--- src/sv/bma_pkg.sv ---
`timescale 1ns / 1ps
// ----------------------------------------------------------------------------
// bma_pkg
// Shared types and constants of the boxcar moving average core.
// ----------------------------------------------------------------------------
package bma_pkg;

  localparam int SAMPLE_BITS = 16;
  localparam int OUT_W       = SAMPLE_BITS + 1;
  localparam int MAX_WINDOW_DEFAULT = 64;

  // configuration port
  localparam int ADDR_W = 3;
  localparam int DATA_W = 32;
  localparam int WW_W   = 7;
  localparam logic [WW_W-1:0] WINDOW_WIDTH_RESET = 7'd8;

  // word index of each register (paddr[2])
  localparam logic REG_WINDOW_WIDTH = 1'b0;
  localparam logic REG_HIGH_PASS    = 1'b1;

  typedef struct packed {
    logic signed [SAMPLE_BITS-1:0] sample;
    logic                          restart;
  } bma_in_t;

  typedef struct packed {
    logic signed [OUT_W-1:0] filtered;
    logic                    window_full;
  } bma_out_t;

endpackage

--- src/sv/bma_divider.sv ---
`timescale 1ns / 1ps
// ----------------------------------------------------------------------------
// bma_divider
// Iterative signed-by-unsigned divider, one quotient bit per cycle, truncating
// toward zero. The quotient holds until the next start.
// ----------------------------------------------------------------------------
module bma_divider #(
  parameter int SUM_W = 23,
  parameter int CNT_W = 7
) (
  input  logic                    clk_i,
  input  logic                    rst_ni,
  input  logic                    start_i,
  input  logic signed [SUM_W-1:0] dividend_i,
  input  logic        [CNT_W-1:0] divisor_i,
  output logic                    done_o,
  output logic signed [SUM_W-1:0] quotient_o
);

  localparam int STEP_W = (SUM_W > 1) ? $clog2(SUM_W) : 1;

  logic              busy_q, busy_d;
  logic              done_q, done_d;
  logic              neg_q, neg_d;
  logic [STEP_W-1:0] step_q, step_d;
  logic [SUM_W-1:0]  mag_q, mag_d;
  logic [CNT_W-1:0]  rem_q, rem_d;
  logic [CNT_W-1:0]  dsr_q, dsr_d;

  always_comb begin
    logic [CNT_W:0] trial;
    busy_d = busy_q;
    done_d = done_q;
    neg_d  = neg_q;
    step_d = step_q;
    mag_d  = mag_q;
    rem_d  = rem_q;
    dsr_d  = dsr_q;
    trial  = {rem_q, mag_q[SUM_W-1]};
    if (start_i) begin
      busy_d = 1'b1;
      done_d = 1'b0;
      neg_d  = dividend_i[SUM_W-1];
      mag_d  = dividend_i[SUM_W-1] ? (~dividend_i + 1'b1) : dividend_i;
      rem_d  = '0;
      dsr_d  = divisor_i;
      step_d = '0;
    end else if (busy_q) begin
      // restoring step: remainder always stays below the divisor
      if (trial >= {1'b0, dsr_q}) begin
        trial = trial - {1'b0, dsr_q};
        mag_d = {mag_q[SUM_W-2:0], 1'b1};
      end else begin
        mag_d = {mag_q[SUM_W-2:0], 1'b0};
      end
      rem_d  = trial[CNT_W-1:0];
      step_d = step_q + 1'b1;
      if (step_q == STEP_W'(SUM_W - 1)) begin
        busy_d = 1'b0;
        done_d = 1'b1;
      end
    end
  end

  always_ff @(posedge clk_i or negedge rst_ni) begin
    if (!rst_ni) begin
      busy_q <= 1'b0;
      done_q <= 1'b0;
      step_q <= '0;
    end else begin
      busy_q <= busy_d;
      done_q <= done_d;
      step_q <= step_d;
    end
  end

  always_ff @(posedge clk_i) begin
    neg_q <= neg_d;
    mag_q <= mag_d;
    rem_q <= rem_d;
    dsr_q <= dsr_d;
  end

  assign done_o     = done_q;
  assign quotient_o = neg_q ? -$signed(mag_q) : $signed(mag_q);

endmodule

--- src/sv/boxcar_moving_average_core.sv ---
`timescale 1ns / 1ps
// ----------------------------------------------------------------------------
// boxcar_moving_average_core
// Boxcar moving average over a ring of recent samples, with an optional
// high-pass output (window midpoint minus average).
// ----------------------------------------------------------------------------
//  channel  | direction | handshake                  | payload
//  ---------+-----------+----------------------------+-------------------
//  in       | input     | in_valid_i / in_stall_o    | bma_in_t  in_data_i
//  out      | output    | out_valid_o / out_stall_i  | bma_out_t out_data_o
//  config   | input     | psel/penable/pwrite/pready | paddr, pwdata, prdata
//
//  the result is loaded after the bit-serial divider of the running sum by
//  the count is done; the next item is taken only once the block is back
//  in ST_IDLE, so it works on one item at a time.
//  in_stall_o is high from accept until the result is loaded into the output
//  register; a stalled result only delays the load of the next one.
//  reset clears count, pointer and sum; the ring holds no reset.
// ----------------------------------------------------------------------------
module boxcar_moving_average_core #(
  parameter int MAX_WINDOW = bma_pkg::MAX_WINDOW_DEFAULT
) (
  input  logic                         clk_i,
  input  logic                         rst_ni,
  input  logic                         in_valid_i,
  output logic                         in_stall_o,
  input  bma_pkg::bma_in_t             in_data_i,
  output logic                         out_valid_o,
  input  logic                         out_stall_i,
  output bma_pkg::bma_out_t            out_data_o,
  input  logic                         psel,
  input  logic                         penable,
  input  logic                         pwrite,
  input  logic [bma_pkg::ADDR_W-1:0]   paddr,
  input  logic [bma_pkg::DATA_W-1:0]   pwdata,
  output logic [bma_pkg::DATA_W-1:0]   prdata,
  output logic                         pready
);

  localparam int SB    = bma_pkg::SAMPLE_BITS;
  localparam int OW    = bma_pkg::OUT_W;
  localparam int WW    = bma_pkg::WW_W;
  localparam int PTR_W = (MAX_WINDOW > 1) ? $clog2(MAX_WINDOW) : 1;
  localparam int CNT_W = $clog2(MAX_WINDOW + 1);
  localparam int SUM_W = SB + CNT_W;
  localparam int CMP_W = ((WW > CNT_W) ? WW : CNT_W) + 1;

  typedef enum logic [2:0] {
    ST_IDLE,
    ST_RD_OLD,
    ST_UPDATE,
    ST_MID0,
    ST_MID1,
    ST_MID2,
    ST_WAIT
  } state_e;

  state_e                 state_q, state_d;
  logic [WW-1:0]          ww_q, ww_d;
  logic                   hp_q, hp_d;
  logic [PTR_W-1:0]       ptr_q, ptr_d;
  logic [CNT_W-1:0]       cnt_q, cnt_d;
  logic signed [SUM_W-1:0] sum_q, sum_d;
  logic signed [SB-1:0]   x_q, x_d;
  logic signed [SB-1:0]   mid_a_q, mid_a_d;
  logic signed [SB-1:0]   mid_b_q, mid_b_d;
  logic                   out_valid_q, out_valid_d;
  bma_pkg::bma_out_t      out_data_q, out_data_d;

  logic signed [SB-1:0]   ring_mem [MAX_WINDOW];
  logic signed [SB-1:0]   rd_data_q;
  logic [PTR_W-1:0]       rd_addr, wr_addr;
  logic                   ring_we;

  logic [CNT_W-1:0]       w_eff;
  logic                   cfg_we;
  logic                   div_start, div_done;
  logic signed [SUM_W-1:0] div_quot;

  // position in the window, oldest first, to ring address
  function automatic logic [PTR_W-1:0] pos_addr(input logic [PTR_W-1:0] ptr,
                                                input logic [CNT_W-1:0] pos,
                                                input logic [CNT_W-1:0] w);
    logic [CNT_W:0] s;
    s = {1'b0, CNT_W'(ptr)} + {1'b0, pos};
    if (s >= {1'b0, w}) s = s - {1'b0, w};
    return s[PTR_W-1:0];
  endfunction

  // width zero acts as one, anything above the ring acts as the ring size
  always_comb begin
    logic [CMP_W-1:0] ww_ext;
    ww_ext = CMP_W'(ww_q);
    if (ww_q == '0) begin
      w_eff = CNT_W'(1);
    end else if (ww_ext > CMP_W'(MAX_WINDOW)) begin
      w_eff = CNT_W'(MAX_WINDOW);
    end else begin
      w_eff = ww_ext[CNT_W-1:0];
    end
  end

  assign cfg_we = psel && penable && pwrite && pready;
  assign pready = 1'b1;

  always_comb begin
    case (paddr[2])
      bma_pkg::REG_WINDOW_WIDTH: prdata = bma_pkg::DATA_W'(ww_q);
      bma_pkg::REG_HIGH_PASS:    prdata = bma_pkg::DATA_W'(hp_q);
      default:                   prdata = '0;
    endcase
  end

  always_comb begin
    logic [PTR_W-1:0]        ptr_n;
    logic [CNT_W-1:0]        cnt_n;
    logic signed [SUM_W-1:0] sum_n;
    logic [CNT_W-1:0]        nxt;
    logic [CNT_W-1:0]        half;
    logic signed [OW-1:0]    ab;
    logic signed [OW-1:0]    mid_v;
    logic signed [OW-1:0]    avg;
    state_d     = state_q;
    ww_d        = ww_q;
    hp_d        = hp_q;
    ptr_d       = ptr_q;
    cnt_d       = cnt_q;
    sum_d       = sum_q;
    x_d         = x_q;
    mid_a_d     = mid_a_q;
    mid_b_d     = mid_b_q;
    out_valid_d = out_valid_q && out_stall_i;
    out_data_d  = out_data_q;
    ring_we     = 1'b0;
    wr_addr     = ptr_q;
    rd_addr     = ptr_q;
    div_start   = 1'b0;
    ptr_n       = ptr_q;
    cnt_n       = cnt_q;
    sum_n       = sum_q;
    nxt         = CNT_W'(ptr_q) + 1'b1;
    half        = cnt_q >> 1;
    ab          = OW'(mid_a_q) + OW'(mid_b_q);
    mid_v       = OW'(mid_a_q);
    avg         = div_quot[OW-1:0];

    case (state_q)
      ST_IDLE: begin
        if (in_valid_i) begin
          x_d = in_data_i.sample;
          if (in_data_i.restart) begin
            ptr_n = '0;
            cnt_n = '0;
            sum_n = '0;
          end
          if (CNT_W'(ptr_n) >= w_eff) ptr_n = '0;
          if (cnt_n > w_eff) begin
            ptr_n = '0;
            cnt_n = '0;
            sum_n = '0;
          end
          ptr_d   = ptr_n;
          cnt_d   = cnt_n;
          sum_d   = sum_n;
          state_d = ST_RD_OLD;
        end
      end
      ST_RD_OLD: begin
        // ring read of the oldest entry lands in rd_data_q
        state_d = ST_UPDATE;
      end
      ST_UPDATE: begin
        ring_we = 1'b1;
        if (cnt_q == w_eff) begin
          wr_addr = ptr_q;
          sum_d   = sum_q + SUM_W'(x_q) - SUM_W'(rd_data_q);
          ptr_d   = (nxt == w_eff) ? '0 : nxt[PTR_W-1:0];
        end else begin
          wr_addr = pos_addr(ptr_q, cnt_q, w_eff);
          cnt_d   = cnt_q + 1'b1;
          sum_d   = sum_q + SUM_W'(x_q);
        end
        div_start = 1'b1;
        state_d   = ST_MID0;
      end
      ST_MID0: begin
        rd_addr = pos_addr(ptr_q, half, w_eff);
        state_d = ST_MID1;
      end
      ST_MID1: begin
        mid_a_d = rd_data_q;
        rd_addr = pos_addr(ptr_q, half - 1'b1, w_eff);
        state_d = ST_MID2;
      end
      ST_MID2: begin
        mid_b_d = rd_data_q;
        state_d = ST_WAIT;
      end
      ST_WAIT: begin
        if (div_done && (!out_valid_q || !out_stall_i)) begin
          // even width: mean of the two middle entries, rounded down
          if (!w_eff[0] && (cnt_q > CNT_W'(1))) mid_v = ab >>> 1;
          out_data_d.filtered    = hp_q ? (mid_v - avg) : avg;
          out_data_d.window_full = (cnt_q == w_eff);
          out_valid_d = 1'b1;
          state_d     = ST_IDLE;
        end
      end
      default: state_d = ST_IDLE;
    endcase

    if (cfg_we) begin
      if (paddr[2] == bma_pkg::REG_WINDOW_WIDTH) begin
        ww_d  = pwdata[WW-1:0];
        ptr_d = '0;
        cnt_d = '0;
        sum_d = '0;
      end else begin
        hp_d = pwdata[0];
      end
    end
  end

  always_ff @(posedge clk_i or negedge rst_ni) begin
    if (!rst_ni) begin
      state_q     <= ST_IDLE;
      ww_q        <= bma_pkg::WINDOW_WIDTH_RESET;
      hp_q        <= 1'b0;
      ptr_q       <= '0;
      cnt_q       <= '0;
      sum_q       <= '0;
      out_valid_q <= 1'b0;
    end else begin
      state_q     <= state_d;
      ww_q        <= ww_d;
      hp_q        <= hp_d;
      ptr_q       <= ptr_d;
      cnt_q       <= cnt_d;
      sum_q       <= sum_d;
      out_valid_q <= out_valid_d;
    end
  end

  always_ff @(posedge clk_i) begin
    x_q        <= x_d;
    mid_a_q    <= mid_a_d;
    mid_b_q    <= mid_b_d;
    out_data_q <= out_data_d;
  end

  always_ff @(posedge clk_i) begin
    if (ring_we) ring_mem[wr_addr] <= x_q;
    rd_data_q <= ring_mem[rd_addr];
  end

  bma_divider #(
    .SUM_W (SUM_W),
    .CNT_W (CNT_W)
  ) u_divider (
    .clk_i      (clk_i),
    .rst_ni     (rst_ni),
    .start_i    (div_start),
    .dividend_i (sum_d),
    .divisor_i  (cnt_d),
    .done_o     (div_done),
    .quotient_o (div_quot)
  );

  assign in_stall_o  = (state_q != ST_IDLE);
  assign out_valid_o = out_valid_q;
  assign out_data_o  = out_data_q;

endmodule

--- config.mk ---
export PLATFORM = sky130hd
export DESIGN_NAME = boxcar_moving_average_core
export DESIGN_NICKNAME = d
export VERILOG_FILES = /design/src/sv/bma_pkg.sv /design/src/sv/bma_divider.sv /design/src/sv/boxcar_moving_average_core.sv
export SDC_FILE = /design/constraint.sdc
export NUM_CORES = 2
export LEC_CHECK = 0
export ABC_AREA = 1
export BUFFER_PORTS_ARGS = -buffer_cell sky130_fd_sc_hd__buf_2
export CORE_ASPECT_RATIO = 0.8
export CORE_MARGIN = 5
export CORE_UTILIZATION = 35
export DETAILED_ROUTE_END_ITERATION = 16
export HOLD_SLACK_MARGIN = 0.02
export REMOVE_ABC_BUFFERS = 1
export SLEW_MARGIN = 20
export SYNTH_ARGS = -nofsm -noshare
export SYNTH_HDL_FRONTEND = slang
export SYNTH_HIERARCHICAL = 1
export SYNTH_SLANG_ARGS = --single-unit
--- constraint.sdc ---
create_clock -name clk_i -period 7.9 [get_ports clk_i]
set_clock_uncertainty 0.1 [all_clocks]
set_input_delay 1.185 -clock clk_i [delete_from_list [all_inputs] [get_ports clk_i]]
set_output_delay 1.185 -clock clk_i [all_outputs]
set_load 0.01 [all_outputs]
==> insert_results.sql <==
INSERT INTO impl_metrics (metric_group, metric, value, unit) VALUES
('global_routing', 'total_congestion_overflow', '0', ''),
('clock_network', 'cts-resized-gates', '0', ''),
('sta', 'hold-worst-slack', '377.9', 'ps'),
('setup_path', 'cp_slowest_cell', 'sky130_fd_sc_hd__dfrtp_1', ''),
('floorplanning', 'core_area', '0.1693', 'sq mm'),
('global_routing', 'grt_antenna_before_repair', '3', ''),
('cells_and_area', 'layout-area-overhead-vs-synth', '11.07', '%'),
('floorplanning', 'die_y', '379.0', 'um'),
('clock_network', 'cts_max_path_buffers', '3', ''),
('run_status', 'status', 'completed', ''),
('sta', 'finalWorstPathRequiredPeriod', '6444', 'ps'),
('worst_hold_path', 'timing.hold.worst_endpoint', 'u_divider/rem_q[4]', ''),
('global_routing', 'global_route.usage.met1', '0.2722', ''),
('setup_path', 'critical_path_arrival', '6920', 'ps'),
('worst_hold_path', 'min_delay_path_class', 'flip-flop to flip-flop', ''),
('cells_and_area', 'final_layout_size_suffix_gt1_frac', '0.07366', ''),
('routing', 'detail_route.drc_violations', '0', ''),
('setup_path', 'critPathMaxStageDelay', '750', 'ps'),
('cells_and_area', 'num-fill-cells', '16504', ''),
('floorplanning', 'floorplan.initialDensity', '0.3520', ''),
('clock_network', 'cts_sinks', '1199', ''),
('routing', 'vias_per_cell', '5.186', ''),
('setup_path', 'reg2reg_depth', '23', ''),
('place', 'place.gp.congestion', '0.8993', ''),
('clock_network', 'ctsRootBufferMaster', 'sky130_fd_sc_hd__clkbuf_16', ''),
('routing', 'drt-wirelength-per-cell', '20.52', 'um'),
('clock_network', 'clock_transition_at_the_register_clock_pins_on_the_worst_setup_and_hold_paths_after_cts', '60', 'ps'),
('logic_synthesis', 'synthesis.area_per_instance', '9.889', 'sq um'),
('job', 'cap_violations', '0', ''),
('sta', 'unrepaired_setup_endpoints_after_global_routing', 'false', ''),
('logic_synthesis', 'syn-cell-area', '0.05957', 'sq mm'),
('setup_path', 'critical_path.cell_chain', 'inv_1, fa_1, o21ai_0, xor2_1, inv_1, ha_1, a21oi_1, nor2_1, nor3_1, nand2_1, inv_2, nand2_1, a21oi_1, nand2_8, nand2_8, buf_12, nand2_1, nand3_1, nand3_1, nand3_1, nand3_1, nand3_1, nand2_1', ''),
('sta', 'timing.final.setup_violations', '0', ''),
('place', 'portbufs', '58', ''),
('routing', 'overall_routed_net_length', '171.7', 'mm'),
('clock_network', 'numCtsBuffers', '115', ''),
('clock_network', 'postCtsSetupBuffers', '0', ''),
('clock_network', 'cts_hold_repair.buffers', '0', ''),
('setup_path', 'worst-endpoint-required', '8380', 'ps'),
('setup_path', 'critical_path_cell_count', '23', ''),
('clock_network', 'cts_tree', 'built', ''),
('logic_synthesis', 'synthesis.yosys.warnings', '6', ''),
('worst_hold_path', 'timing.hold.worst.start', 'u_divider/rem_q[4]', ''),
('routing', 'via_count', '43416', ''),
('setup_path', 'cp_top_family', 'simple AND/OR/NAND/NOR gates', ''),
('setup_path', 'timing.critical_path.to_type', 'flip-flop', ''),
('setup_path', 'critPathBufInv', '4', ''),
('cells_and_area', 'sequential_cell_area', '0.03550', 'sq mm'),
('global_routing', 'grt_util_met2', '0.2837', ''),
('setup_path', 'worst_r2r_startpoint', 'ptr_q[1]', ''),
('setup_path', 'worst-r2r-setup-slack', '1460', 'ps'),
('sta', 'max_slew.worst_pin.slew', '1192', 'ps'),
('setup_path', 'critical_path.startpoint_type', 'flip-flop', ''),
('sta', 'final_hold_vio_count', '0', ''),
('routing', 'drt_iter0_markers', '4858', ''),
('routing', 'drt_first_pass_iters', '6', ''),
('global_routing', 'global_route_wire_length_before_repair', '257.3', 'mm'),
('worst_hold_path', 'hold_depth', '2', ''),
('setup_path', 'critical_path_class', 'flip-flop to flip-flop', ''),
('floorplanning', 'die-area', '0.1786', 'sq mm'),
('floorplanning', 'placement_rows', '135', ''),
('routing', 'drt.antenna.violating_nets', '0', ''),
('global_routing', 'number_of_global_route_vias_before_repair', '40567', ''),
('setup_path', 'timing.critical_path.fanout_max', '114', ''),
('global_routing', 'pin_count_of_the_biggest_net_entering_global_routing', '179', ''),
('floorplanning', 'die_width', '471.2', 'um'),
('floorplanning', 'boundaryPins', '112', ''),
('global_routing', 'busiest_layer', 'met2', ''),
('logic_synthesis', 'post_synth_inst_count', '6024', ''),
('sta', 'max_freq', '0.1552', 'GHz'),
('global_routing', 'global_route.usage.total', '0.1864', '');
layer usage:
layer | wire (um) | vias to the layer above
met5 | 0 | -
met4 | 3881 | 0
met3 | 15160 | 223
met2 | 74960 | 1612
met1 | 77740 | 21040
li1 | - | 20541
worst max path at each step:
stage,start,endpoint
after floorplan,cnt_q[1],rd_data_q[0]
after global placement,ptr_q[1],rd_data_q[3]
after detailed placement,ptr_q[1],rd_data_q[3]
after CTS,ptr_q[1],rd_data_q[3]
after global routing,ptr_q[1],rd_data_q[3]
final,ptr_q[1],rd_data_q[3]
tightest hold or removal path, stage by stage, from the launching register on:
cell	delay (ps)
sky130_fd_sc_hd__dfxtp_1	330
sky130_fd_sc_hd__nand2_1	70
sky130_fd_sc_hd__nand2_1	40
state kept, by name, summed over array words and instances, names as in the netlist, 3 cells and up:
name	cells
rd_data_q	16
x_q	16
state_q	3
u_divider/step_q	5
u_divider/mag_q	23
out_data_o	18
mid_b_q	16
ptr_q	6
u_divider/rem_q	7
cnt_q	7
u_divider/dsr_q	7
ww_q	7
sum_q	23
mid_a_q	16
ring_mem	1024
cells in the final DEF (no fill, tap or decap), types with 6 or more instances in the layout:
| cell type | n |
|---|---|
| sky130_fd_sc_hd__nand2_1 | 1364 |
| sky130_fd_sc_hd__nand3_1 | 1201 |
| sky130_fd_sc_hd__edfxtp_1 | 1121 |
| sky130_fd_sc_hd__inv_1 | 659 |
| sky130_fd_sc_hd__nor2_1 | 206 |
| sky130_fd_sc_hd__nand3b_1 | 202 |
| sky130_fd_sc_hd__a21oi_1 | 172 |
| sky130_fd_sc_hd__ha_1 | 144 |
| sky130_fd_sc_hd__o21ai_0 | 141 |
| sky130_fd_sc_hd__clkbuf_16 | 116 |
| sky130_fd_sc_hd__buf_4 | 113 |
| sky130_fd_sc_hd__xor2_1 | 78 |
| sky130_fd_sc_hd__buf_2 | 58 |
| sky130_fd_sc_hd__dfrtp_1 | 54 |
| sky130_fd_sc_hd__o211ai_1 | 37 |
| sky130_fd_sc_hd__xnor2_1 | 32 |
| sky130_fd_sc_hd__nand4_1 | 30 |
| sky130_fd_sc_hd__clkbuf_1 | 28 |
| sky130_fd_sc_hd__conb_1 | 26 |
| sky130_fd_sc_hd__dfxtp_1 | 23 |
| sky130_fd_sc_hd__clkinv_2 | 21 |
| sky130_fd_sc_hd__clkinv_1 | 20 |
| sky130_fd_sc_hd__buf_12 | 19 |
| sky130_fd_sc_hd__inv_2 | 17 |
| sky130_fd_sc_hd__nor3_1 | 17 |
| sky130_fd_sc_hd__nor2_2 | 16 |
| sky130_fd_sc_hd__o21ai_1 | 15 |
| sky130_fd_sc_hd__fa_1 | 11 |
| sky130_fd_sc_hd__a31oi_1 | 10 |
| sky130_fd_sc_hd__a21o_1 | 9 |
| sky130_fd_sc_hd__bufinv_16 | 9 |
| sky130_fd_sc_hd__o21bai_1 | 8 |
| sky130_fd_sc_hd__clkbuf_8 | 8 |
| sky130_fd_sc_hd__nand2_2 | 7 |
| sky130_fd_sc_hd__or2_2 | 7 |
| sky130_fd_sc_hd__nor4_1 | 7 |
| sky130_fd_sc_hd__nor3_2 | 6 |
| sky130_fd_sc_hd__o221ai_1 | 6 |
| sky130_fd_sc_hd__o21ai_2 | 6 |
layout make-up:
class | count | area share
inverter | 680 | 0.03862
timing repair buffer | 190 | 0.02296
tap | 2260 | 0.04274
sequential | 1199 | 0.5366
multi-input combinational | 3825 | 0.3020
antenna | 2 | 0.00007564
clock buffer | 152 | 0.04713
clock inverter | 63 | 0.009966
metrics by stage:
stage / worst slack, ps / util / std cells / setup TNS, ps / cell area, sq um
floorplan: -5759 / - / 5704 / -92150 / 57910
global placement: 1511 / 0.3685 / 8154 / 0 / 62370
detailed placement: 1528 / 0.3685 / 8154 / 0 / 62370
CTS: 1444 / 0.3908 / 8369 / 0 / 66150
global route: 964.4 / 0.3909 / 8370 / 0 / 66160
finish: 1456 / 0.3909 / 8371 / 0 / 66160
Power is left out: the tool's default activity adds up to more than one toggle a clock period on the data nets, which glitch-free logic cannot reach.
